$ cat src/sv/mrlg_pkg.sv
package mrlg_pkg;

	// configuration register indexes
	localparam int unsigned CFG_IDX_W = 3;
	localparam logic [CFG_IDX_W-1:0] REG_CELL_A   = 3'd0;
	localparam logic [CFG_IDX_W-1:0] REG_CELL_B   = 3'd1;
	localparam logic [CFG_IDX_W-1:0] REG_CELL_C   = 3'd2;
	localparam logic [CFG_IDX_W-1:0] REG_COS_BETA = 3'd3;
	localparam logic [CFG_IDX_W-1:0] REG_SIN_BETA = 3'd4;

	localparam logic [31:0] CELL_LEN_RST = 32'h0010_0000;  // 1.0 in Q12.20
	localparam logic signed [31:0] COS_RST = 32'sh0000_0000;
	localparam logic signed [31:0] SIN_RST = 32'sh4000_0000;  // 1.0 in Q1.30

	localparam logic signed [63:0] K2  = 64'sd2;
	localparam logic signed [63:0] K4  = 64'sd4;
	localparam logic signed [63:0] KM4 = -64'sd4;
	localparam logic signed [63:0] S64_MAX = 64'sh7FFF_FFFF_FFFF_FFFF;
	localparam logic signed [63:0] S64_MIN = 64'sh8000_0000_0000_0000;

	localparam int unsigned UCODE_LEN = 36;
	localparam int unsigned PC_W = $clog2(UCODE_LEN);
	localparam logic [PC_W-1:0] PC_LAST = PC_W'(UCODE_LEN - 1);

	typedef struct packed {
		logic signed [31:0] dx_frac;
		logic signed [31:0] dy_frac;
		logic signed [31:0] dz_frac;
		logic [31:0]        target_sq;
		logic [31:0]        weight;
		logic               last;
	} in_item_t;

	typedef struct packed {
		logic [62:0]        target_sum;
		logic signed [63:0] grad_a;
		logic signed [63:0] grad_b;
		logic signed [63:0] grad_c;
		logic signed [63:0] grad_beta;
		logic               saturated;
	} out_item_t;

	typedef struct packed {
		logic [31:0]        cell_a;
		logic [31:0]        cell_b;
		logic [31:0]        cell_c;
		logic signed [31:0] cos_beta;
		logic signed [31:0] sin_beta;
	} cfg_t;

	typedef enum logic {OP_MUL, OP_ADD} op_t;

	typedef enum logic [1:0] {SH_0, SH_24, SH_28, SH_30} shift_t;

	typedef enum logic [4:0] {
		SRC_DX, SRC_DY, SRC_DZ, SRC_CA, SRC_CB, SRC_CC, SRC_COS, SRC_SIN,
		SRC_WT, SRC_NTQ, SRC_K2, SRC_K4, SRC_KM4,
		SRC_U, SRC_V, SRC_W, SRC_UW, SRC_D2, SRC_WR, SRC_Q, SRC_T,
		SRC_ACC_T, SRC_ACC_A, SRC_ACC_B, SRC_ACC_C, SRC_ACC_BETA
	} src_t;

	typedef enum logic [3:0] {
		DST_U, DST_V, DST_W, DST_UW, DST_D2, DST_WR, DST_Q, DST_T,
		DST_ACC_T, DST_ACC_A, DST_ACC_B, DST_ACC_C, DST_ACC_BETA
	} dst_t;

	typedef enum logic [1:0] {ST_IDLE, ST_ISSUE, ST_WAIT, ST_FINISH} state_t;

	typedef struct packed {
		op_t    op;
		src_t   sel_a;
		src_t   sel_b;
		shift_t shift;
		dst_t   dst;
	} uop_t;

	typedef struct packed {
		logic   capture;
		logic   mul_start;
		logic   mul_wr;
		logic   add_wr;
		logic   finish;
		src_t   sel_a;
		src_t   sel_b;
		shift_t shift;
		dst_t   dst;
	} ctl_t;

	function automatic uop_t mk(op_t op, src_t a, src_t b, shift_t sh, dst_t d);
		uop_t u;
		u.op    = op;
		u.sel_a = a;
		u.sel_b = b;
		u.shift = sh;
		u.dst   = d;
		return u;
	endfunction

	// one restraint: distance, residual, target term, then the four gradients
	function automatic uop_t ucode(logic [PC_W-1:0] pc);
		uop_t u;
		case (pc)
			6'd0:  u = mk(OP_MUL, SRC_DX,  SRC_CA,  SH_24, DST_U);
			6'd1:  u = mk(OP_MUL, SRC_DY,  SRC_CB,  SH_24, DST_V);
			6'd2:  u = mk(OP_MUL, SRC_DZ,  SRC_CC,  SH_24, DST_W);
			6'd3:  u = mk(OP_MUL, SRC_U,   SRC_W,   SH_24, DST_UW);
			6'd4:  u = mk(OP_MUL, SRC_U,   SRC_U,   SH_24, DST_T);
			6'd5:  u = mk(OP_MUL, SRC_V,   SRC_V,   SH_24, DST_Q);
			6'd6:  u = mk(OP_ADD, SRC_T,   SRC_Q,   SH_0,  DST_D2);
			6'd7:  u = mk(OP_MUL, SRC_W,   SRC_W,   SH_24, DST_T);
			6'd8:  u = mk(OP_ADD, SRC_D2,  SRC_T,   SH_0,  DST_D2);
			6'd9:  u = mk(OP_MUL, SRC_UW,  SRC_COS, SH_30, DST_T);
			6'd10: u = mk(OP_MUL, SRC_T,   SRC_K2,  SH_0,  DST_T);
			6'd11: u = mk(OP_ADD, SRC_D2,  SRC_T,   SH_0,  DST_D2);
			6'd12: u = mk(OP_ADD, SRC_D2,  SRC_NTQ, SH_0,  DST_D2);  // D2 now holds r
			6'd13: u = mk(OP_MUL, SRC_WT,  SRC_D2,  SH_24, DST_WR);
			6'd14: u = mk(OP_MUL, SRC_WR,  SRC_D2,  SH_24, DST_T);
			6'd15: u = mk(OP_ADD, SRC_ACC_T, SRC_T, SH_0,  DST_ACC_T);
			6'd16: u = mk(OP_MUL, SRC_W,   SRC_COS, SH_30, DST_T);
			6'd17: u = mk(OP_ADD, SRC_U,   SRC_T,   SH_0,  DST_T);
			6'd18: u = mk(OP_MUL, SRC_DX,  SRC_T,   SH_28, DST_Q);
			6'd19: u = mk(OP_MUL, SRC_WR,  SRC_Q,   SH_24, DST_T);
			6'd20: u = mk(OP_MUL, SRC_T,   SRC_K4,  SH_0,  DST_T);
			6'd21: u = mk(OP_ADD, SRC_ACC_A, SRC_T, SH_0,  DST_ACC_A);
			6'd22: u = mk(OP_MUL, SRC_DY,  SRC_V,   SH_28, DST_Q);
			6'd23: u = mk(OP_MUL, SRC_WR,  SRC_Q,   SH_24, DST_T);
			6'd24: u = mk(OP_MUL, SRC_T,   SRC_K4,  SH_0,  DST_T);
			6'd25: u = mk(OP_ADD, SRC_ACC_B, SRC_T, SH_0,  DST_ACC_B);
			6'd26: u = mk(OP_MUL, SRC_U,   SRC_COS, SH_30, DST_T);
			6'd27: u = mk(OP_ADD, SRC_W,   SRC_T,   SH_0,  DST_T);
			6'd28: u = mk(OP_MUL, SRC_DZ,  SRC_T,   SH_28, DST_Q);
			6'd29: u = mk(OP_MUL, SRC_WR,  SRC_Q,   SH_24, DST_T);
			6'd30: u = mk(OP_MUL, SRC_T,   SRC_K4,  SH_0,  DST_T);
			6'd31: u = mk(OP_ADD, SRC_ACC_C, SRC_T, SH_0,  DST_ACC_C);
			6'd32: u = mk(OP_MUL, SRC_UW,  SRC_SIN, SH_30, DST_Q);
			6'd33: u = mk(OP_MUL, SRC_WR,  SRC_Q,   SH_24, DST_T);
			6'd34: u = mk(OP_MUL, SRC_T,   SRC_KM4, SH_0,  DST_T);
			6'd35: u = mk(OP_ADD, SRC_ACC_BETA, SRC_T, SH_0, DST_ACC_BETA);
			default: u = mk(OP_ADD, SRC_T, SRC_T, SH_0, DST_T);
		endcase
		return u;
	endfunction

endpackage

$ cat src/sv/mrlg_seq.sv
module mrlg_seq import mrlg_pkg::*; (
	input  logic clk,
	input  logic arst_n,
	input  logic in_valid,
	input  logic mul_done,
	input  logic last,
	input  logic out_hold,
	output logic in_stall,
	output ctl_t ctl
);

	state_t          state_q, state_d;
	logic [PC_W-1:0] pc_q, pc_d;
	uop_t            uop;

	always_ff @(posedge clk or negedge arst_n) begin
		if (!arst_n) begin
			state_q <= ST_IDLE;
			pc_q    <= '0;
		end else begin
			state_q <= state_d;
			pc_q    <= pc_d;
		end
	end

	always_comb begin
		uop           = ucode(pc_q);
		state_d       = state_q;
		pc_d          = pc_q;
		in_stall      = 1'b1;
		ctl.capture   = 1'b0;
		ctl.mul_start = 1'b0;
		ctl.mul_wr    = 1'b0;
		ctl.add_wr    = 1'b0;
		ctl.finish    = 1'b0;
		ctl.sel_a     = uop.sel_a;
		ctl.sel_b     = uop.sel_b;
		ctl.shift     = uop.shift;
		ctl.dst       = uop.dst;
		case (state_q)
			ST_IDLE: begin
				in_stall = 1'b0;
				if (in_valid) begin
					ctl.capture = 1'b1;
					pc_d        = '0;
					state_d     = ST_ISSUE;
				end
			end
			ST_ISSUE: begin
				if (uop.op == OP_MUL) begin
					ctl.mul_start = 1'b1;
					state_d       = ST_WAIT;
				end else begin
					ctl.add_wr = 1'b1;
					if (pc_q == PC_LAST) begin
						state_d = ST_FINISH;
					end else begin
						pc_d = pc_q + 1'b1;
					end
				end
			end
			ST_WAIT: begin
				if (mul_done) begin
					ctl.mul_wr = 1'b1;
					if (pc_q == PC_LAST) begin
						state_d = ST_FINISH;
					end else begin
						pc_d    = pc_q + 1'b1;
						state_d = ST_ISSUE;
					end
				end
			end
			ST_FINISH: begin
				// a finished set waits while the previous result is still held
				if (!(last && out_hold)) begin
					ctl.finish = 1'b1;
					state_d    = ST_IDLE;
				end
			end
			default: begin
				state_d = ST_IDLE;
			end
		endcase
	end

endmodule

$ cat config.mk
export PLATFORM = sky130hd
export DESIGN_NAME = mrlg_seq
export DESIGN_NICKNAME = d
export VERILOG_FILES = /design/src/sv/mrlg_pkg.sv /design/src/sv/mrlg_seq.sv
export SDC_FILE = /design/constraint.sdc
export NUM_CORES = 1
export LEC_CHECK = 0
export ABC_AREA = 1
export BUFFER_PORTS_ARGS = -buffer_cell sky130_fd_sc_hd__buf_4
export CORE_UTILIZATION = 61
export CTS_CLUSTER_DIAMETER = 150
export DETAILED_ROUTE_END_ITERATION = 10
export GPL_TIMING_DRIVEN = 0
export PLACE_DENSITY = 0.86
export SLEW_MARGIN = 20
export SYNTH_ARGS = -nofsm -noshare
export SYNTH_HDL_FRONTEND = slang
export SYNTH_SLANG_ARGS = --single-unit
$ cat constraint.sdc
create_clock -name clk -period 2.6 [get_ports clk]
set_input_delay 0 -clock clk [delete_from_list [all_inputs] [get_ports clk]]
set_output_delay 0 -clock clk [all_outputs]
set_load 0.02 [all_outputs]
==> flow_summary.ini, run 1 <==
[run_status]
outcome = complete, no violations

[critical_path]
rrSetupSlack_ns = 0.30
cp.arrival_ns = 2.44
r2r-start = pc_q[0]
rr_worst_depth = 12
crit_top_cell = inv_1
start_kind = flop
worst-path-buf-inv = 4
crit_fanout = 11
worstPathCellList = inv_1 -> ha_1 -> inv_1 -> a21oi_1 -> nand2_1 -> nand2_1 -> nand2_2 -> nand2_2 -> nand2_4 -> inv_1 -> buf_4
reg2reg_to = pc_q[0]
cp.required_ns = 2.60
critPathCaptureType = primary output
path_delay_family = flip-flops
crit_slowest_cell = dfrtp_1
max_stage_delay_ns = 0.58
critPathKind = flop to primary output

[pwr]
powerDensity_nw_per_um2 = 1020
p_leak_nw = 0.976
ir_drop_uv = 968

[clock_network]
insertion_delay_ns = 0.25
htree_levels = 1
cts_setup_buffers = 0
clock_sinks = 8
cts.repair.resized = 0
cts_tree = yes
cts_buffer_depth = 2
clkSlewWorstSetupHoldPaths_ns = 0.05
ctsRootBufferMaster = clkbuf_4
cts_buffers = 3

[sta]
hold_viol = 0
setup_viol_count_final = 0
rsz0062_at_grt = no
relSlewSlack = 0.704
max_freq_mhz = 410
setup_tns_ns = 0
hold_ws_ns = 0.0991
min_period_over_period = 0.939
finalCriticalPeriod_ns = 2.44
clock_skew_ns = 0.00281
drv_slew = 0
worstMarginPinSlew_ns = 0.439

[min_path]
hold_path.class = input pin to asynchronous set/reset pin

[global_routing]
grtUsageTotal = 0.396
grt_pass1_vias = 1733
overflow = 0
grt_max_degree = 12
grt_pass1_wl_um = 8020
antenna_found_initial = 0

[routing]
antenna_left = 0
via_per_inst = 6.24
first_pass_iters = 6
vias = 2002
wl_um = 5180
drt_iter0_drc = 153
wl_per_cell_um = 16.1
drc = 0

[logic_synthesis]
ys_ff_latch = 8
synth_cell_types = 33
ys_warn_count = 0
syn-instance-count = 262
syn-mean-instance-area_um2 = 5.94
yosysSeqAreaShare = 0.129
syn_nets = 284
synth_area_um2 = 1560

[finish]
fin_util = 0.795
mostFrequentLayoutCells = 83 x nand2_1, 31 x inv_1, 29 x buf_4
design_area_um2 = 1830
syn_to_final_growth_pct = 17.4
layout.cells.non_filler = 321
layout-drive-gt1-share = 0.177
diodes = 0
final_common_cell = nand2_1
nets = 317
fillers = 186

[place]
hpwl_um = 3870
globalplace.congestion = 1.02
dp_cells = 317
portBuffers = 27
placedInstanceArea_um2 = 1790

[floorplanning]
die_x_um = 52.5
rows = 17
core_area_um2 = 2300
die-area_um2 = 2760
start_util = 0.678
io_pins = 28
die_h_um = 52.5

[run]
cap_violations = 0
## final cells by class
class                           instances  area (um^2)  area share
Sequential cell                         8          200       0.110
Clock buffer                            3         22.5      0.0123
Timing Repair Buffer                   28          213       0.116
Buffer                                 12         70.1      0.0384
Tap cell                               28         35.0      0.0192
Multi-Input combinational cell        210         1170       0.638
Inverter                               32          120      0.0658
## flip-flops by register name, indices dropped and copies added, names as in the netlist
| name | count |
|---|---|
| pc_q | 6 |
| state_q | 2 |
## metal layers
metal	vias up	global-route usage	wire, um
met5	-	0	0
met4	0	0.0833	81
met3	12	0.0986	863
met2	174	0.622	2250
met1	875	0.541	1980
li1	941	-	-
## through the flow
step                setup slack, ns  power, mW
floorplan                     0.812       1.22
global placement              0.455       1.67
detailed placement            0.366       1.71
CTS                           0.195       1.81
global route                 0.0400       1.98
finish                        0.159       1.86
## cells by family (layout without fill, tap and decap cells)
kind of cell	Yosys count	count (layout)	share of synthesized area
and+or+nand+nor	131	131	0.363
xor gates and xnor gates	2	2	0.0113
AOI/OAI and AO/OA	61	61	0.246
buffers and inverters	44	75	0.122
DFF	8	8	0.129
adders and majority gates	16	16	0.129
## report_power, final
group          total (mW)  switching [mW]  leakage (nW)  internal (mW)
clock              0.0925          0.0399        0.0138         0.0527
sequential          0.223          0.0640         0.107          0.159
combinational        1.55            1.02         0.856          0.532
total                1.86            1.12         0.976          0.743
## synth_stat cells, drive strengths merged
cell / number / area, um^2
a41oi: 1 / 8.76
a32oi: 1 / 8.76
o22ai: 7 / 43.8
nand2: 90 / 365
ha: 16 / 200
nor2: 17 / 73.8
a21boi: 1 / 7.51
nand3: 20 / 100
clkbuf: 1 / 3.75
nand4: 1 / 6.26
buf: 11 / 66.3
o21ai: 18 / 93.8
o221ai: 1 / 8.76
o2111ai: 4 / 35.0
o211ai: 9 / 67.6
a31oi: 3 / 18.8
nor3: 1 / 5.00
a211oi: 1 / 7.51
o21bai: 1 / 7.51
a22oi: 2 / 15.0
xor2: 2 / 17.5
a21oi: 12 / 60.1
inv: 32 / 120
nand3b: 2 / 15.0
dfrtp: 8 / 200
## how the worst max path moves through the flow
stage	startpoint	end	slack (ns)	depth (start not counted)
after global routing	pc_q[1]	ctl[19]	0.04	11
final	pc_q[0]	ctl[19]	0.16	11
after global placement	pc_q[0]	pc_q[0]	0.45	12
after CTS	pc_q[1]	ctl[19]	0.19	11
after detailed placement	pc_q[1]	pc_q[1]	0.37	12
after floorplan	pc_q[1]	pc_q[1]	0.81	11
## what timing repair did
item	in CTS	in global routing
endpoints found under the setup margin	0	0
endpoints found under the hold margin	8	0
hold buffers	1	0
No activity file was read; power rests on OpenSTA's default activity.
==> inputs of run 2 (changes only) <==
--- a/config.mk
+++ b/config.mk
@@ -5,13 +5,13 @@
 export SDC_FILE = /design/constraint.sdc
 export NUM_CORES = 1
 export LEC_CHECK = 0
-export ABC_AREA = 1
 export BUFFER_PORTS_ARGS = -buffer_cell sky130_fd_sc_hd__buf_4
-export CORE_UTILIZATION = 61
+export CORE_ASPECT_RATIO = 0.5
+export CORE_UTILIZATION = 62
 export CTS_CLUSTER_DIAMETER = 150
 export DETAILED_ROUTE_END_ITERATION = 10
 export GPL_TIMING_DRIVEN = 0
-export PLACE_DENSITY = 0.86
+export PLACE_DENSITY = 0.87
 export SLEW_MARGIN = 20
 export SYNTH_ARGS = -nofsm -noshare
 export SYNTH_HDL_FRONTEND = slang
==> run 2 against run 1 <==
  * Via count up 9.2%
  * Sequential cell count unchanged
  * Critical path depth down 4
  * Global-route usage up 5.1 points
  * Highest routed layer unchanged
==> flow_summary.ini, run 2 <==
[logic_synthesis]
yosysSeqAreaShare = 0.122
yosysMostFrequentCell = nand2_1
synth_area_um2 = 1640
ys_ff_latch = 8
syn-mean-instance-area_um2 = 6.99
ys_warn_count = 0
synth_area_leaders = dfrtp_1 12%, ha_1 12%, a21oi_1 5.5%, mux2i_1 5.5%, o21ai_0 5.2%
synth_cell_types = 49
ys.flop_type = dfrtp_1
syn_nets = 256
ys_async_sr_fraction = 1.00
synth_edf_count = 0
syn-instance-count = 234
synth.top_cells.by_count = 20 x nand2_1, 18 x a21oi_1, 17 x nor2_1, 17 x o21ai_0, 16 x ha_1
yosysTopAreaCellShare = 0.122
synth_largest_area_cell = dfrtp_1

[sta]
drv_slew = 0
min_period_over_period = 0.981
finalCriticalPeriod_ns = 2.55
relSlewSlack = 0.624
hold_ws_ns = 0.145
worstMarginPinSlew_ns = 0.563
hold_viol = 0
clock_skew_ns = 0.00414
setup_tns_ns = 0
max_freq_mhz = 392
setup_viol_count_final = 0

[clock_network]
cts_buffers = 3
insertion_delay_ns = 0.23
cts_tree = yes
htree_levels = 1
ctsRootBufferMaster = clkbuf_8
clkSlewWorstSetupHoldPaths_ns = 0.05
clock_sinks = 8
cts_buffer_depth = 2

[critical_path]
critPathKind = flop to flop
crit_fanout = 11
cp.arrival_ns = 2.65
rrSetupSlack_ns = 0.05
critPathCaptureType = flop
path_delay_family = simple AND/OR/NAND/NOR gates
max_stage_delay_ns = 0.53
reg2reg_to = state_q[1]
r2r-start = pc_q[0]
worstPathCellList = clkinvlp_4 -> ha_2 -> and3b_4 -> o311a_1 -> or2_4 -> and2_4 -> a311o_1
cp.required_ns = 2.70
worst-path-buf-inv = 1
crit_slowest_cell = dfrtp_2
start_kind = flop
rr_worst_depth = 7

[pwr]
combPwrFrac = 0.825
p_int_mw = 1.01
p_leak_nw = 0.887
p_switching_mw = 1.26
pwr-share-clk = 0.069
powerDensity_nw_per_um2 = 1150
seqPwrFrac = 0.107
ir_drop_uv = 892
p_sw_frac = 0.555

[global_routing]
antenna_found_initial = 0
overflow = 0
grt_max_degree = 12
grt_pass1_vias = 1947
grtUsageTotal = 0.446
grt_pass1_wl_um = 9250

[routing]
via_per_inst = 7.27
drt_iter0_drc = 396
vias = 2187
wl_um = 6190
antenna_left = 0
first_pass_iters = 6
wl_per_cell_um = 20.6
drc = 0

[finish]
nets = 290
top_register = pc_q
reg_top3 = pc_q x6, state_q x2
layout-drive-gt1-share = 0.192
fillers = 148
syn_to_final_growth_pct = 20.6
largest_register_ffs = 6
diodes = 0
mostFrequentLayoutCells = 30 x buf_4, 20 x nand2_1, 18 x a21oi_1
final_common_cell = buf_4

[place]
portBuffers = 27
hpwl_um = 4000
globalplace.congestion = 1.08

[floorplanning]
die_x_um = 74.7
start_util = 0.694
io_pins = 28
die-area_um2 = 2860
rows = 12
die_h_um = 38.3
core_area_um2 = 2360

[run_status]
outcome = complete, no violations

[run]
cap_violations = 0

[min_path]
hold_path.class = input pin to asynchronous set/reset pin
-- run 2: power by group through the flow --
stage	registers [mW]	clock network [mW]	logic (mW)
after floorplan	0.209	0	1.20
after global placement	0.224	0	1.66
after detailed placement	0.229	0	1.69
after CTS	0.230	0.148	1.74
after global routing	0.243	0.157	1.96
final	0.242	0.155	1.87
-- run 2: worst max-delay path by stage --
stage,end,depth (start not counted),slack [ns],start
after floorplan,state_q[1],8,0.19,pc_q[1]
after global placement,state_q[1],8,-0.18,pc_q[1]
after detailed placement,state_q[1],8,-0.23,pc_q[1]
after CTS,state_q[1],7,0.04,pc_q[0]
after global routing,pc_q[3],10,-0.004,pc_q[2]
final,state_q[1],7,0.05,pc_q[0]
-- run 2: metrics by stage --
stage               power (mW)  cells   util  cell area [um^2]  worst slack (ns)
global route              2.36    301  0.837              1970          -0.00371
CTS                       2.11    299  0.825              1950            0.0431
finish                    2.27    301  0.837              1970            0.0482
detailed placement        1.92    296  0.799              1880            -0.233
global placement          1.88    296  0.799              1880            -0.177
floorplan                 1.41    234      -              1640             0.190
-- run 2: kinds of logic (layout without fill, tap and decap cells) --
| kind of cell | count (synthesis) | after routing | share of synthesized area |
|---|---|---|---|
| simple gates | 74 | 74 | 0.227 |
| buf+inv | 37 | 69 | 0.0963 |
| mux | 9 | 9 | 0.0550 |
| flops | 8 | 8 | 0.122 |
| xor+xnor | 2 | 2 | 0.0107 |
| fa+ha+maj | 16 | 16 | 0.122 |
| compound gates | 88 | 88 | 0.366 |
-- run 2: cell type report --
cell class | instances | area, um^2 | area share
multi-input combinational | 189 | 1290 | 0.654
buffer | 18 | 95.1 | 0.0482
sequential | 8 | 203 | 0.103
tap | 35 | 43.8 | 0.0222
clock buffer | 3 | 41.3 | 0.0209
timing repair buffer | 30 | 228 | 0.115
inverter | 18 | 72.6 | 0.0368
-- run 2: timing repair --
action	4_1_cts	5_1_grt
setup endpoints to repair	22	11
gates resized for setup	7	8
hold endpoints to repair	8	0
hold buffers	1	0
buffers inserted	0	2
-- run 2: layer usage --
metal,global-route usage,wire (um),up-vias
met2,0.727,2590,225
li1,-,-,931
met4,0.264,306,0
met1,0.539,2340,979
met5,0,0,-
met3,0.118,957,52
